$ cat config.mk
export PLATFORM = sky130hd
export DESIGN_NAME = mcu_to_raster_writer_flat
export DESIGN_NICKNAME = d
export VERILOG_FILES = /design/src/rtl/mrw_pkg.sv /design/src/rtl/mrw_if.sv /design/src/rtl/mrw_place.sv /design/src/rtl/mcu_to_raster_writer.sv /design/src/flat_wrapper.sv
export SDC_FILE = /design/constraint.sdc
export NUM_CORES = 1
export LEC_CHECK = 0
export BUFFER_PORTS_ARGS = -buffer_cell sky130_fd_sc_hd__buf_2
export CAP_MARGIN = 10
export CORE_MARGIN = 5
export CORE_UTILIZATION = 50
export CTS_BUF_LIST = sky130_fd_sc_hd__clkbuf_4
export DETAILED_ROUTE_END_ITERATION = 6
export PLACE_DENSITY = 0.66
export SETUP_SLACK_MARGIN = 0.15
export SLEW_MARGIN = 10
export SYNTH_ARGS = -nofsm -noshare
export SYNTH_HDL_FRONTEND = slang
export SYNTH_SLANG_ARGS = --single-unit
$ cat constraint.sdc
create_clock -name clk -period 12.5 [get_ports clk]
set_input_delay 1.875 -clock clk [delete_from_list [all_inputs] [get_ports clk]]
set_output_delay 1.875 -clock clk [all_outputs]
set_load 0.02 [all_outputs]
$ cat src/rtl/mrw_pkg.sv
`default_nettype none

package mrw_pkg;

  localparam int CFG_INDEX_W = 3;
  localparam int CFG_DATA_W  = 12;

  typedef enum logic [CFG_INDEX_W-1:0] {
    REG_IMAGE_WIDTH  = 3'd0,
    REG_IMAGE_HEIGHT = 3'd1,
    REG_MCU_SHAPE    = 3'd2,
    REG_MCUS_PER_ROW = 3'd3,
    REG_MCUS_PER_COL = 3'd4,
    REG_COLOR_MODE   = 3'd5,
    REG_REDUCE_MODE  = 3'd6
  } reg_index_t;

  typedef enum logic [1:0] {
    COLOR_GRAY   = 2'd0,
    COLOR_RGB888 = 2'd1,
    COLOR_RGB565 = 2'd2
  } color_mode_t;

  typedef enum logic [1:0] {
    ERR_NONE      = 2'd0,
    ERR_ROW_RANGE = 2'd1,
    ERR_FRAME     = 2'd2
  } error_code_t;

  localparam logic [1:0] BPP_GRAY   = 2'd1;
  localparam logic [1:0] BPP_RGB565 = 2'd2;
  localparam logic [1:0] BPP_RGB888 = 2'd3;

  localparam logic [7:0] COLUMN_LAST = 8'hff;
  localparam logic [8:0] ROW_LAST    = 9'h1ff;

  typedef struct packed {
    logic [11:0] image_width;
    logic [11:0] image_height;
    logic [1:0]  mcu_shape;
    logic [8:0]  mcus_per_row;
    logic [8:0]  mcus_per_col;
    logic [1:0]  color_mode;
    logic        reduce_mode;
  } cfg_t;

  localparam cfg_t CFG_RESET = '{
    image_width:  12'd320,
    image_height: 12'd240,
    mcu_shape:    2'd0,
    mcus_per_row: 9'd40,
    mcus_per_col: 9'd30,
    color_mode:   2'd0,
    reduce_mode:  1'b0
  };

  typedef struct packed {
    logic [7:0] red;
    logic [7:0] green;
    logic [7:0] blue;
    logic [7:0] buffer_offset;
    logic       mcu_done;
  } sample_t;

  typedef struct packed {
    logic [17:0] byte_address;
    logic [23:0] pixel_bytes;
    logic [1:0]  byte_count;
    logic [1:0]  error_code;
  } result_t;

  typedef struct packed {
    logic    emit;
    result_t res;
  } place_t;

endpackage

`default_nettype wire

$ cat src/rtl/mrw_if.sv
`default_nettype none

interface mrw_sample_if import mrw_pkg::*; ();
  logic       valid;
  logic       ready;
  logic [7:0] red;
  logic [7:0] green;
  logic [7:0] blue;
  logic [7:0] buffer_offset;
  logic       mcu_done;

  modport source(output valid, red, green, blue, buffer_offset, mcu_done, input ready);
  modport sink(input valid, red, green, blue, buffer_offset, mcu_done, output ready);
endinterface

interface mrw_pixel_if import mrw_pkg::*; ();
  logic        valid;
  logic        ready;
  logic [17:0] byte_address;
  logic [23:0] pixel_bytes;
  logic [1:0]  byte_count;
  logic [1:0]  error_code;

  modport source(output valid, byte_address, pixel_bytes, byte_count, error_code,
                 input ready);
  modport sink(input valid, byte_address, pixel_bytes, byte_count, error_code,
               output ready);
endinterface

interface mrw_cfg_if import mrw_pkg::*; ();
  logic                   valid;
  logic                   ready;
  logic [CFG_INDEX_W-1:0] index;
  logic [CFG_DATA_W-1:0]  data;

  modport source(output valid, index, data, input ready);
  modport sink(input valid, index, data, output ready);
endinterface

`default_nettype wire

$ cat src/rtl/mrw_place.sv
`default_nettype none

module mrw_place import mrw_pkg::*; #(
  parameter int FRAME_BUFFER_BYTES = 230400
) (
  input  cfg_t       cfg,
  input  sample_t    sample,
  input  logic [7:0] mcu_column,
  input  logic [8:0] mcu_row,
  output place_t     place
);

  localparam logic [31:0] FB_LIMIT = 32'(FRAME_BUFFER_BYTES);

  logic        bx, by;
  logic [2:0]  row, col;
  logic [1:0]  bpp;
  logic        wide, tall;
  logic [11:0] px_full;
  logic [12:0] py_full;
  logic [8:0]  px_red;
  logic [9:0]  py_red;
  logic [9:0]  stride_red;
  logic [9:0]  height_red;
  logic [12:0] mul_a;
  logic [11:0] mul_b;
  logic [24:0] lin_prod;
  logic [17:0] lin;
  logic [17:0] addr;
  logic [11:0] frame_a, frame_b;
  logic [23:0] frame_prod;
  logic [25:0] frame;
  logic        frame_big, row_range;
  logic        in_shape, hit;
  logic [15:0] c565;
  logic [23:0] pix;

  assign bx   = sample.buffer_offset[6];
  assign by   = sample.buffer_offset[7];
  assign row  = sample.buffer_offset[5:3];
  assign col  = sample.buffer_offset[2:0];
  assign wide = cfg.mcu_shape[0];
  assign tall = cfg.mcu_shape[1];

  always_comb begin
    case (cfg.color_mode)
      COLOR_RGB888: bpp = BPP_RGB888;
      COLOR_RGB565: bpp = BPP_RGB565;
      default:      bpp = BPP_GRAY;
    endcase
  end

  assign px_full    = wide ? {mcu_column, bx, col} : {1'b0, mcu_column, col};
  assign py_full    = tall ? {mcu_row, by, row} : {1'b0, mcu_row, row};
  assign px_red     = wide ? {mcu_column, bx} : {1'b0, mcu_column};
  assign py_red     = tall ? {mcu_row, by} : {1'b0, mcu_row};
  assign stride_red = wide ? {cfg.mcus_per_row, 1'b0} : {1'b0, cfg.mcus_per_row};
  assign height_red = tall ? {cfg.mcus_per_col, 1'b0} : {1'b0, cfg.mcus_per_col};

  assign mul_a    = cfg.reduce_mode ? 13'(py_red) : py_full;
  assign mul_b    = cfg.reduce_mode ? 12'(stride_red) : cfg.image_width;
  assign lin_prod = mul_a * mul_b;
  assign lin      = lin_prod[17:0] + (cfg.reduce_mode ? 18'(px_red) : 18'(px_full));

  always_comb begin
    case (bpp)
      BPP_RGB888: addr = lin + {lin[16:0], 1'b0};
      BPP_RGB565: addr = {lin[16:0], 1'b0};
      default:    addr = lin;
    endcase
  end

  assign frame_a    = cfg.reduce_mode ? 12'(stride_red) : cfg.image_width;
  assign frame_b    = cfg.reduce_mode ? 12'(height_red) : cfg.image_height;
  assign frame_prod = frame_a * frame_b;

  always_comb begin
    case (bpp)
      BPP_RGB888: frame = 26'(frame_prod) + {1'b0, frame_prod, 1'b0};
      BPP_RGB565: frame = {1'b0, frame_prod, 1'b0};
      default:    frame = 26'(frame_prod);
    endcase
  end

  assign frame_big = {6'd0, frame} > FB_LIMIT;
  assign row_range = mcu_row >= cfg.mcus_per_col;
  assign in_shape  = (!bx || wide) && (!by || tall);

  always_comb begin
    if (cfg.reduce_mode) begin
      hit = (row == 3'd0) && (col == 3'd0) &&
            !((bpp == BPP_GRAY) && (sample.buffer_offset[7:6] != 2'd0));
    end else begin
      hit = (px_full < cfg.image_width) && (py_full < {1'b0, cfg.image_height});
    end
  end

  assign c565 = {sample.red[7:3], sample.green[7:2], sample.blue[7:3]};

  always_comb begin
    case (bpp)
      BPP_RGB888: pix = {sample.blue, sample.green, sample.red};
      BPP_RGB565: pix = {8'd0, c565[7:0], c565[15:8]};
      default:    pix = {16'd0, sample.red};
    endcase
  end

  always_comb begin
    place = '0;
    if (frame_big) begin
      place.emit           = 1'b1;
      place.res.error_code = ERR_FRAME;
    end else if (row_range) begin
      place.emit           = 1'b1;
      place.res.error_code = ERR_ROW_RANGE;
    end else if (in_shape && hit) begin
      place.emit             = 1'b1;
      place.res.byte_address = addr;
      place.res.pixel_bytes  = pix;
      place.res.byte_count   = bpp;
      place.res.error_code   = ERR_NONE;
    end
  end

endmodule

`default_nettype wire

$ cat src/rtl/mcu_to_raster_writer.sv
// A sample accepted goes to the input register; its result word is then registered in
// the result register, which drives the output.
// Throughput: one sample per cycle while the output is not stalled; one compute stage
// between the input register and the result register, with the address and frame-size
// multipliers side by side. Samples that produce no word (cropped, outside the MCU,
// reduce-mode skips) still pass through that stage.
// Reset: pipeline empty, MCU column and row zero, registers at their default values.
`default_nettype none

module mcu_to_raster_writer import mrw_pkg::*; #(
  parameter int FRAME_BUFFER_BYTES = 230400
) (
  input  wire         clk,
  input  wire         rst,
  mrw_cfg_if.sink     cfg,
  mrw_sample_if.sink  samples,
  mrw_pixel_if.source pixels
);

  cfg_t       regs;
  sample_t    s1;
  logic       s1_valid;
  result_t    res;
  logic       res_valid;
  logic [7:0] mcu_column;
  logic [8:0] mcu_row;
  place_t     place;
  logic       take;
  logic       adv;
  logic [8:0] column_step;
  logic       column_wrap;

  mrw_place #(
    .FRAME_BUFFER_BYTES(FRAME_BUFFER_BYTES)
  ) u_place (
    .cfg        (regs),
    .sample     (s1),
    .mcu_column (mcu_column),
    .mcu_row    (mcu_row),
    .place      (place)
  );

  assign adv           = s1_valid && (!res_valid || pixels.ready);
  assign samples.ready = !s1_valid || adv;
  assign take          = samples.valid && samples.ready;
  assign cfg.ready     = 1'b1;

  assign column_step = {1'b0, mcu_column} + 9'd1;
  assign column_wrap = (column_step >= regs.mcus_per_row) || (mcu_column == COLUMN_LAST);

  always_ff @(posedge clk) begin
    if (rst) begin
      regs       <= CFG_RESET;
      s1_valid   <= 1'b0;
      res_valid  <= 1'b0;
      mcu_column <= '0;
      mcu_row    <= '0;
    end else begin
      if (cfg.valid) begin
        case (reg_index_t'(cfg.index))
          REG_IMAGE_WIDTH:  regs.image_width  <= cfg.data[11:0];
          REG_IMAGE_HEIGHT: regs.image_height <= cfg.data[11:0];
          REG_MCU_SHAPE:    regs.mcu_shape    <= cfg.data[1:0];
          REG_MCUS_PER_ROW: regs.mcus_per_row <= cfg.data[8:0];
          REG_MCUS_PER_COL: regs.mcus_per_col <= cfg.data[8:0];
          REG_COLOR_MODE:   regs.color_mode   <= cfg.data[1:0];
          REG_REDUCE_MODE:  regs.reduce_mode  <= cfg.data[0];
          default: ;
        endcase
      end
      if (take) begin
        s1_valid <= 1'b1;
      end else if (adv) begin
        s1_valid <= 1'b0;
      end
      if (adv && place.emit) begin
        res_valid <= 1'b1;
      end else if (pixels.ready) begin
        res_valid <= 1'b0;
      end
      if (adv && s1.mcu_done) begin
        if (column_wrap) begin
          mcu_column <= '0;
          if (mcu_row != ROW_LAST) begin
            mcu_row <= mcu_row + 9'd1;
          end
        end else begin
          mcu_column <= column_step[7:0];
        end
      end
    end
  end

  always_ff @(posedge clk) begin
    if (take) begin
      s1.red           <= samples.red;
      s1.green         <= samples.green;
      s1.blue          <= samples.blue;
      s1.buffer_offset <= samples.buffer_offset;
      s1.mcu_done      <= samples.mcu_done;
    end
    if (adv && place.emit) begin
      res <= place.res;
    end
  end

  assign pixels.valid        = res_valid;
  assign pixels.byte_address = res.byte_address;
  assign pixels.pixel_bytes  = res.pixel_bytes;
  assign pixels.byte_count   = res.byte_count;
  assign pixels.error_code   = res.error_code;

  a_err_no_bytes: assert property (@(posedge clk) disable iff (rst)
    pixels.valid && (pixels.error_code != ERR_NONE) |->
      (pixels.byte_count == 2'd0) && (pixels.byte_address == 18'd0))
    else $error("error word carries pixel bytes");

  a_stall_hold: assert property (@(posedge clk) disable iff (rst)
    s1_valid && res_valid && !pixels.ready |=> s1_valid && $stable(s1))
    else $error("staged sample lost under output stall");

  a_row_monotonic: assert property (@(posedge clk) disable iff (rst)
    !$past(rst) |-> mcu_row >= $past(mcu_row))
    else $error("mcu row moved backward");

  a_column_step: assert property (@(posedge clk) disable iff (rst)
    !$past(rst) && (mcu_column != $past(mcu_column)) |->
      (mcu_column == 8'($past(mcu_column) + 8'd1)) || (mcu_column == 8'd0))
    else $error("mcu column jumped");

endmodule

`default_nettype wire

$ cat src/flat_wrapper.sv
// flat-port wrapper written by rule: the top's interface ports become plain ports
module mcu_to_raster_writer_flat import mrw_pkg::*;
#(
  parameter int FRAME_BUFFER_BYTES = 230400
)
  (clk, rst, cfg_valid, cfg_index, cfg_data, cfg_ready, samples_valid, samples_red, samples_green, samples_blue, samples_buffer_offset, samples_mcu_done, samples_ready, pixels_valid, pixels_byte_address, pixels_pixel_bytes, pixels_byte_count, pixels_error_code, pixels_ready);
  mrw_cfg_if cfg_i ();
  mrw_sample_if samples_i ();
  mrw_pixel_if pixels_i ();
  input  wire clk;
  input  wire rst;
  input wire logic [$bits(cfg_i.valid)-1:0] cfg_valid;
  input wire logic [$bits(cfg_i.index)-1:0] cfg_index;
  input wire logic [$bits(cfg_i.data)-1:0] cfg_data;
  output wire logic [$bits(cfg_i.ready)-1:0] cfg_ready;
  input wire logic [$bits(samples_i.valid)-1:0] samples_valid;
  input wire logic [$bits(samples_i.red)-1:0] samples_red;
  input wire logic [$bits(samples_i.green)-1:0] samples_green;
  input wire logic [$bits(samples_i.blue)-1:0] samples_blue;
  input wire logic [$bits(samples_i.buffer_offset)-1:0] samples_buffer_offset;
  input wire logic [$bits(samples_i.mcu_done)-1:0] samples_mcu_done;
  output wire logic [$bits(samples_i.ready)-1:0] samples_ready;
  output wire logic [$bits(pixels_i.valid)-1:0] pixels_valid;
  output wire logic [$bits(pixels_i.byte_address)-1:0] pixels_byte_address;
  output wire logic [$bits(pixels_i.pixel_bytes)-1:0] pixels_pixel_bytes;
  output wire logic [$bits(pixels_i.byte_count)-1:0] pixels_byte_count;
  output wire logic [$bits(pixels_i.error_code)-1:0] pixels_error_code;
  input wire logic [$bits(pixels_i.ready)-1:0] pixels_ready;
  assign cfg_i.valid = cfg_valid;
  assign cfg_i.index = cfg_index;
  assign cfg_i.data = cfg_data;
  assign cfg_ready = cfg_i.ready;
  assign samples_i.valid = samples_valid;
  assign samples_i.red = samples_red;
  assign samples_i.green = samples_green;
  assign samples_i.blue = samples_blue;
  assign samples_i.buffer_offset = samples_buffer_offset;
  assign samples_i.mcu_done = samples_mcu_done;
  assign samples_ready = samples_i.ready;
  assign pixels_valid = pixels_i.valid;
  assign pixels_byte_address = pixels_i.byte_address;
  assign pixels_pixel_bytes = pixels_i.pixel_bytes;
  assign pixels_byte_count = pixels_i.byte_count;
  assign pixels_error_code = pixels_i.error_code;
  assign pixels_i.ready = pixels_ready;
  mcu_to_raster_writer #(.FRAME_BUFFER_BYTES(FRAME_BUFFER_BYTES)) u_core (.clk(clk), .rst(rst), .cfg(cfg_i), .samples(samples_i), .pixels(pixels_i));
endmodule
Word-level counts from Yosys, hierarchy flattened
Index checks and enable logic that the tools add are counted.
Cells by class
  add/subtract/negate cells: 5
  $mul: 2
  divide/modulo/power cells: 0
  magnitude comparators: 5
  equality and inequality tests: 13
  shift-type cells: 0
  muxes and demuxes: 24
  bitwise operators: 1
  reductions and logical operators: 35
Operators by type and width (count)
  $pmux 26 s2: 1
  $mux 12: 4
  $pmux 24 s2: 1
  $mux 47: 1
  $pmux 18 s2: 1
  $mux 10: 3
  $add 24x25->26: 1
  $gt 26x18->1 const B: 1
  $mux 13: 2
  $mul 12x12->24: 1
  $add 18x12->18: 1
  $add 18x18->18: 1
  $ge 9x9->1: 2
  $mul 13x12->18: 1
  $reduce_and 2->1: 7
  $lt 13x12->1: 1
  $lt 12x12->1: 1
  $logic_and 1x1->1: 10
  $add 8x1->9 const B: 1
  $add 9x1->9 const B: 1
  $eq 3x3->1 const B: 3
  $logic_not 3->1: 3
  $mux 9: 1
  $ne 9x9->1 const B: 1
  other kinds (15): 35
Storage, ports and cells
  register bits: 145
  bits in latches: 0
  bits in writable memories: 0
  memory bits (read-only): 0
  input port bits: 53
  output and inout bits: 49
  logic and storage cells: 105
  memories: 0

Logic depth before layout (Yosys ltp)
Gate-level depths: netlist of the first run.
  word-level depth: 13
  mapped depth: 38
  gate-level depth less buffers: 32

Cells and area by module
A second synthesis of the first run with hierarchy kept.
Unflattened totals
  cell total of the unflattened synthesis: 2161
  area total of the unflattened synthesis: 18924.4 sq um
Modules (own cells, without submodules)
  mrw_place: instances 1, cells an instance 1728, area each 13575.5 sq um, seq. area each 0.0 sq um
  mcu_to_raster_writer: instances 1, cells an instance 433, area each 5348.9 sq um, seq. area each 3693.5 sq um

Worst setup path after synthesis of the first run
OpenSTA, ideal clock, no wires.
  path type: reg2reg
  from: register u_core.regs[0] in the netlist's numbering
  to: register u_core.res (netlist bit u_core.pixels.byte_address[0]), enable pin
  library setup time: 0.401 ns
  arrival time: 9.214 ns
  required time: 12.099 ns
  slack: 2.885 ns
  stages on the path, launching flop included: 36
  path buffers: 5
  period minus slack after synthesis: 9.615 ns
  path through: dfxtp_1 clkbuf_1 buf_1 buf_1 nor2_1 a21oi_1 clkbuf_1 nand2_1 fa_1 fa_1 inv_1 ha_1 fa_1 inv_1 fa_1 inv_1 ha_1 or3_1 a21oi_2 or2_2 o21ai_0 xor2_1 ha_1 clkbuf_1 a211o_1 a21oi_1 o21ai_1 o211a_1 or3_1 o2111ai_1 o211ai_1 a31oi_1 nor3_2 and4_4 o21ai_0 o211a_1
On the way
  word-level cells in the longest chain between the ends: 7
  elaborated cells between the ends (all ways): 12
  those cells by class: add/sub (1); mul (1); order compare (1); mux (7); reduce/logical (2)
Ends and longest elaborated chain
  start: declaration: RTL line mcu_to_raster_writer.sv:20  | cfg_t regs;
  $mux 12, on equally long branches: RTL line mrw_place.sv:73, mrw_place.sv:74
  $mul 12x12->24: RTL line mrw_place.sv:75  | assign frame_prod = frame_a * frame_b;
  $add 24x25->26: RTL line mrw_place.sv:79  | BPP_RGB888: frame = 26'(frame_prod) + {1'b0, frame_prod, 1'b0};
  $pmux 26 s2: RTL line mrw_place.sv:78  | case (bpp)
  $gt 26x18->1: RTL line mrw_place.sv:85  | assign frame_big = {6'd0, frame} > FB_LIMIT;
  $mux 1 *: RTL line mrw_place.sv:110  | if (frame_big) begin
  $logic_and 1x1->1 *: RTL line mcu_to_raster_writer.sv:102  | if (adv && place.emit) begin
  end signal: assignment: RTL line mcu_to_raster_writer.sv:103  | res <= place.res;
  end: declaration: RTL line mcu_to_raster_writer.sv:23  | result_t res;
Every way passes the cells marked *; elsewhere a longest branch is shown, timed or not.
A chain may end at the register's enable or synchronous reset.

Worst setup path after layout of the first run
  from: register u_core.regs[21] in the netlist's numbering
  to: register u_core.res (netlist bit u_core.pixels.pixel_bytes[9]), enable pin
On the way
  word-level cells in the longest chain between the ends: 9
  elaborated cells between the ends (all ways): 17
  those cells by class: add/sub (1); mul (1); order compare (2); mux (8); reduce/logical (5)
Ends and longest elaborated chain (RTL line)
  branches (longest 7 deep; another with $add 24x25->26)
  $mux 1 *: mrw_place.sv:110
  $logic_and 1x1->1 *: mcu_to_raster_writer.sv:102
Every way passes the cells marked *.

==> flow_summary_export.csv, run 1 <==
group,metric,value,unit
yosys,synth_xor_area_share,3.51,%
floorplanning,fp.dieW,205,um
drt,vias,15600,
layout,area_delta_synth_final,7.23,%
timing,rsz0062_at_grt,"false",
floorplanning,dieArea,41900,um^2
drt,drtIter0Drc,1163,
yosys,synth_top_family_by_area,"adder cells",
yosys,synth_area_per_cell,8.64,um^2
placement,gp_congestion,0.981,
timing,timing.fmax,98.6,MHz
setup_path,critPathTopFamily,"adder cells",
pwr,seqPwrFrac,29.9,%
pwr,ir_worst_vdd,0.0861,mV
timing,fin_crit_sh,81.1,%
yosys,synth_compound_area_share,14.0,%
timing,period_needed,10140,ps
setup_path,path_class,"reg2reg",
yosys,yosysUniqueCellTypes,89,
timing,worst_pin_slew,1220,ps
pwr,clkPwrFrac,19.8,%
floorplanning,initial_utilization,50.4,%
global_routing,antenna_found_initial,1,
cts,clk_latency,620,ps
job,drv_cap,0,
pwr,finalPower,1.82,mW
placement,io_buffers,100,
timing,holdWs,496,ps
drt,avgRoutedWirePerCell,18.3,um
cts,cts.sinks,145,
yosys,yosys.area_share.simple,17.3,%
cts,htreeDepth,4,
pwr,pwr-share-comb,50.3,%
cts,hold_buffers,0,
timing,setup_slack,2360,ps
cts,root_buffer,"clkbuf_4",
cts,clk_path_buf_depth,2,
floorplanning,fp.coreArea,37600,um^2
setup_path,cp.arrival,10440,ps
layout,nNetsFinal,2714,
cts,cts_resized,0,
drt,vias_per_cell,5.61,
drt,dr.pass1.iters,6,
pwr,p_int,1.07,mW
drt,antenna_left,0,
timing,fin_tns_setup,0,ps
yosys,synth_seq_cells,145,
setup_path,slowest_stage,"a21oi_1",
timing,slew_headroom,18.9,%
setup_path,cp.required,12800,ps
timing,hold_viol_final,0,
yosys,synthArstFlopShare,0,%
setup_path,cpMostUsedCell,"fa_1",
yosys,synthAdderAreaFrac,34.4,%
timing,setup_viol,0,
yosys,yosys_warnings,0,
yosys,ys.flop_type,"edfxtp_1",
floorplanning,row_count,71,
cts,cts_inserted_buffers,17,
pwr,power_leakage,9.59,nW
pwr,switching_share,41.2,%
global_routing,grt_pass1_wl,82200,um
floorplanning,pin_count,102,
layout,drive_gt1_share,9.67,%
setup_path,path_max_fanout,46,
placement,hpwlAfterDp,41200,um
placement,place_ws,2490,ps
drt,wl,51100,um
yosys,syn_inst,2194,
setup_path,crit_buf_inv,4,
global_routing,grt_overflow,0,
timing,slew_viol_final,0,
pwr,powerDensity,89.7,nW/um^2
yosys,syn-cell-area,19000,um^2
global_routing,grt_max_degree,100,
timing,finClkSkew,31.9,ps
drt,drc,0,
layout,fin_area,20300,um^2
setup_path,cp-start-kind,"register",
hold_path,hold_path.class,"reg2reg",
global_routing,grt_pass1_vias,15400,
cts,cts_tree,"built",
setup_path,cpPeakStageDelay,990,ps
run_status,status,"completed",
placement,placed_area,20000,um^2
yosys,synth_edf_count,79,
yosys,syn_nets,2646,
yosys,synth_seq_area_share,19.5,%
cts,post_cts.repair.setup_buffers,0,
setup_path,worstSetupEndpointType,"register",
pwr,netSwitchingPower,751,uW
yosys,yosys-mux-area-fraction,2.94,%
cts,clk_pin_slew_worst_paths,120,ps
floorplanning,die_y,205,um
global_routing,grt.total_usage,24.8,%
## cells in the mapped netlist (18+ instances only)
cell        n  area share, %
inv_1     334            6.6
nand2_1   301            6.0
fa_1      204             22
ha_1      195             13
nor2_1    167            3.3
a21oi_1   135            3.6
edfxtp_1   79             13
dfxtp_1    66            7.0
o21ai_0    63            1.7
clkbuf_1   55            1.1
xnor2_1    54            2.5
a21o_1     47            1.9
nor3_1     41            1.1
and2_1     32            1.1
mux2i_1    32            1.7
nand3_1    30           0.79
xor2_1     22            1.0
mux2_2     20            1.2
and3_1     18           0.59
nand2b_1   18           0.59
## registers in the layout, indices dropped and copies added, names as in the netlist
register,flops
u_core.pixels.error_code,2
u_core.mcu_row,9
u_core.regs,47
u_core.pixels.byte_address,18
u_core.mcu_column,8
u_core.s1_valid,1
u_core.s1,33
u_core.pixels.pixel_bytes,24
u_core.pixels.byte_count,2
u_core.pixels.valid,1
## worst paths after layout
kind	cells past startpoint	start	slack [ps]	end
hold reg to reg	2	u_core.regs[34]	500	u_core.regs[34]
setup reg to reg	30	u_core.regs[21]	2360	u_core.pixels.pixel_bytes[9]
hold / removal	2	u_core.regs[34]	500	u_core.regs[34]
setup / recovery	30	u_core.regs[21]	2360	u_core.pixels.pixel_bytes[9]
## logic make-up (layout without fill, tap and decap cells)
kind of cell,after synthesis,in the layout
other,1,3
adder cells (fa/ha/maj),399,399
AND/OR/NAND/NOR,706,706
buffers and inverters,415,496
AO/OA/AOI/OAI,399,399
multiplexers,53,53
flip-flops,145,145
XOR/XNOR,76,76
## per-stage QoR
| stage | utilization, % | cells |
|---|---|---|
| finish | 54.1 | 2788 |
| global route | 54.1 | 2788 |
| CTS | 54.1 | 2786 |
| detailed placement | 53.2 | 2754 |
| global placement | 53.2 | 2754 |
| floorplan | - | 2194 |
## layer usage
layer  share of wire, %  GRT usage, %
met1                 45          34.0
met2                 46          40.7
met3                6.5          3.93
met4                2.8          7.37
met5                  0             0
## layout make-up
type / count / area, um^2
fillers: 3536 / 17300
multi-input cells: 1634 / 13700
flip-flops and latches: 145 / 3700
inverters: 341 / 1280
repair buffers: 123 / 673
well taps: 511 / 639
clock inverters: 14 / 210
clock buffers: 18 / 135
diodes: 2 / 5.00
## power by group through the flow
stage | logic, mW | registers, mW | clock network (mW)
4_1_cts | 0.908 | 0.544 | 0.371
6_report | 0.917 | 0.545 | 0.361
5_1_grt | 1.03 | 0.547 | 0.389
3_3_place_gp | 0.892 | 0.555 | 0
2_1_floorplan | 0.702 | 0.564 | 0
3_5_place_dp | 0.900 | 0.555 | 0
## worst min-delay path: stages, from the launching register on
cell and delay [ps]:
dfxtp_1 350, nand2_1 60, a21oi_1 50
## layout by cell type (no fill, tap or decap), types with 30 or more instances in the layout
| cell type | synthesis | routed |
|---|---|---|
| edfxtp_1 | 79 | 79 |
| ha_1 | 195 | 195 |
| nor3_1 | 41 | 41 |
| buf_2 | 5 | 100 |
| a21oi_1 | 135 | 135 |
| fa_1 | 204 | 204 |
| mux2i_1 | 32 | 32 |
| xnor2_1 | 54 | 54 |
| dfxtp_1 | 66 | 65 |
| inv_1 | 334 | 334 |
| nor2_1 | 167 | 167 |
| nand2_1 | 301 | 301 |
| a21o_1 | 47 | 47 |
| and2_1 | 32 | 31 |
| o21ai_0 | 63 | 63 |
| nand3_1 | 30 | 30 |
(Power assumes the default switching activity.)
==> run 2: changes to the inputs <==
- ABC_AREA: not set -> 1
- clock period: 12.5 -> 10.1 ns (I/O delays scaled with it)
==> run 2 against run 1 <==
Count of clock-buffer cells in the layout is 1 lower. Routed wire length grew 5.3%. Cell count is 12% higher. Utilization about the same. Critical path depth rose by 6. Critical path type unchanged. Sequential power increased by 26%.
==> flow_summary_export.csv, run 2 <==
group,metric,value,unit
pwr,netSwitchingPower,1.37,mW
setup_path,path_class,"reg2reg",
yosys,synth_edf_count,79,
setup_path,crit_start,"u_core.regs[22]",
hold_path,hold_path.class,"reg2reg",
timing,timing.fmax,110,MHz
yosys,synth_area_per_cell,7.54,um^2
drt,vias_per_cell,5.28,
layout,area_delta_synth_final,7.07,%
drt,drc,0,
timing,fin_crit_sh,89.7,%
cts,cts_inserted_buffers,17,
timing,fin_tns_setup,0,ps
timing,slew_headroom,21.4,%
floorplanning,row_count,71,
placement,io_buffers,100,
global_routing,grt_max_degree,55,
timing,setup_slack,1040,ps
yosys,syn-cell-area,18900,um^2
timing,setup_viol,0,
pwr,pwr-share-comb,61.9,%
layout,final_common_cell,"nand2_1",
setup_path,path_max_fanout,27,
timing,period_needed,9060,ps
hold_path,hold_end,"u_core.regs[42]",
cts,clk_pin_slew_worst_paths,160,ps
timing,slew_viol_final,0,
cts,root_buffer,"clkbuf_4",
layout,utilization,54.1,%
hold_path,hp-start,"u_core.regs[42]",
yosys,synth_seq_area_share,19.5,%
pwr,power_leakage,10.6,nW
layout,largest_reg_flops,47,
pwr,p_int,1.36,mW
global_routing,grt_pass1_wl,86500,um
pwr,ir_worst_vdd,0.116,mV
yosys,yosysMostFrequentCell,"nand2_1",
timing,finClkSkew,37.0,ps
yosys,yosys_warnings,0,
floorplanning,dieArea,41900,um^2
floorplanning,pin_count,102,
pwr,clkPwrFrac,12.8,%
yosys,ys.flop_type,"edfxtp_1",
yosys,syn_nets,2964,
pwr,seqPwrFrac,25.2,%
floorplanning,die_y,205,um
placement,gp_congestion,0.932,
floorplanning,fp.dieW,205,um
timing,rsz0062_at_grt,"false",
setup_path,cpMostUsedCell,"nand2_1",
drt,vias,16500,
pwr,finalPower,2.73,mW
setup_path,reg2reg_from,"u_core.regs[22]",
cts,clk_latency,630,ps
drt,dr.pass1.iters,6,
drt,avgRoutedWirePerCell,17.2,um
layout,drive_gt1_share,7.65,%
cts,hold_buffers,0,
drt,wl,53800,um
hold_path,min_path_cells,2,
floorplanning,fp.coreArea,37500,um^2
yosys,synthArstFlopShare,0,%
pwr,powerDensity,135,nW/um^2
placement,place_ws,881,ps
setup_path,worstSetupEndpointType,"register",
yosys,synth_area_leaders,"fa_1 (22%), ha_1 (13%), edfxtp_1 (13%)",
cts,cts_tree,"built",
layout,top_register,"u_core.regs",
layout,nNetsFinal,3052,
setup_path,cpPeakStageDelay,750,ps
setup_path,r2r_cells,36,
job,drv_cap,0,
yosys,synth_commonest_cells,"nand2_1 (559), inv_1 (537), fa_1 (204), nor2_1 (203), ha_1 (195)",
global_routing,grt_overflow,0,
yosys,yosysTopAreaCellShare,21.6,%
drt,drtIter0Drc,1119,
yosys,synth_seq_cells,145,
setup_path,cp.arrival,9490,ps
cts,htreeDepth,4,
drt,antenna_left,0,
layout,final_cell_mix,"nand2_1 (559), inv_1 (536), fa_1 (204), nor2_1 (203), ha_1 (195)",
setup_path,cp-start-kind,"register",
layout,final.fill_count,3711,
global_routing,grt.total_usage,26.2,%
timing,hold_viol_final,0,
yosys,syn_inst,2512,
yosys,synth_area_leader_cell,"fa_1",
run_status,status,"completed",
pwr,switching_share,50.2,%
cts,clk_path_buf_depth,2,
yosys,yosysUniqueCellTypes,56,
global_routing,grt_pass1_vias,16600,
setup_path,cp.required,10520,ps
timing,worst_pin_slew,1170,ps
global_routing,antenna_found_initial,1,
setup_path,reg2reg_to,"u_core.pixels.byte_address[5]",
setup_path,slowest_stage,"dfxtp_1",
setup_path,r2r_setup_slack,1040,ps
placement,hpwlAfterDp,45200,um
floorplanning,initial_utilization,50.5,%
cts,cts.sinks,145,
run 2: cell types whose count changed after synthesis, moves of 20 or more:
cell	delta
nor2_1	+36
a21o_1	-41
mux2i_1	-31
mux2_2	-20
o21ai_0	+71
nand2_1	+258
nand3_1	+37
and2_1	-30
a21oi_1	+39
xnor2_1	-37
inv_1	+203
run 2: how the worst max path moves through the flow:
stage                                     endpoint  slack, ps
floorplan            u_core.pixels.byte_address[0]       1690
global placement    u_core.pixels.byte_address[17]        970
detailed placement  u_core.pixels.byte_address[17]        880
CTS                 u_core.pixels.byte_address[11]        810
global route         u_core.pixels.byte_address[5]        240
finish               u_core.pixels.byte_address[5]       1040
run 2: kinds of logic after synthesis:
family,Yosys count,synth area share (%)
buf+inv,608,12.3
xor+xnor,56,2.59
simple gates,904,19.5
flops,145,19.5
mux,1,0.0529
other cells,1,0.0198
compound gates,398,11.5
fa+ha+maj,399,34.5
run 2: layer usage:
metal	GRT usage [%]	share of wire, %	routed length [um]
met1	34.2	43	23400
met2	44.3	47	25500
met3	3.18	5.1	2760
met4	11.1	4.2	2260
met5	0	0	0
run 2: critical path: cells and delay by family (launching register included):
family	cells	cell delay, ps
adders and majority gates	7	3310
AOI/OAI and AO/OA	9	2160
and+or+nand+nor	14	1790
DFF	1	750
buffers and inverters	5	640
xor gates and xnor gates	1	170
run 2: area by class of cell:
cell class / count / area [um^2] / share of cell area [%]
Timing Repair Buffer: 129 / 718 / 3.54
Multi-Input combinational cell: 1759 / 12900 / 63.6
Clock buffer: 17 / 128 / 0.630
Inverter: 548 / 2060 / 10.2
Tap cell: 511 / 639 / 3.15
Sequential cell: 145 / 3690 / 18.2
Clock inverter: 15 / 124 / 0.611
Antenna cell: 1 / 2.50 / 0.0123
run 2: what timing repair did:
action,4_1_cts,5_1_grt
gates resized for setup,0,3
endpoints found under the setup margin,0,49
setup buffers,0,0
run 2: stage by stage:
| stage | area (um^2) | instances | hold slack [ps] |
|---|---|---|---|
| global placement | 20000 | 3092 | 472 |
| global route | 20300 | 3125 | 522 |
| floorplan | 18900 | 2512 | 448 |
| detailed placement | 20000 | 3092 | 470 |
| finish | 20300 | 3125 | 497 |
| CTS | 20300 | 3124 | 492 |
run 2: power groups by stage:
stage / Combinational [mW] / Sequential [mW] / Clock (mW)
detailed placement: 1.68 / 0.703 / 0
CTS: 1.69 / 0.690 / 0.364
global placement: 1.67 / 0.702 / 0
global route: 1.94 / 0.693 / 0.383
finish: 1.69 / 0.689 / 0.350
floorplan: 1.25 / 0.730 / 0
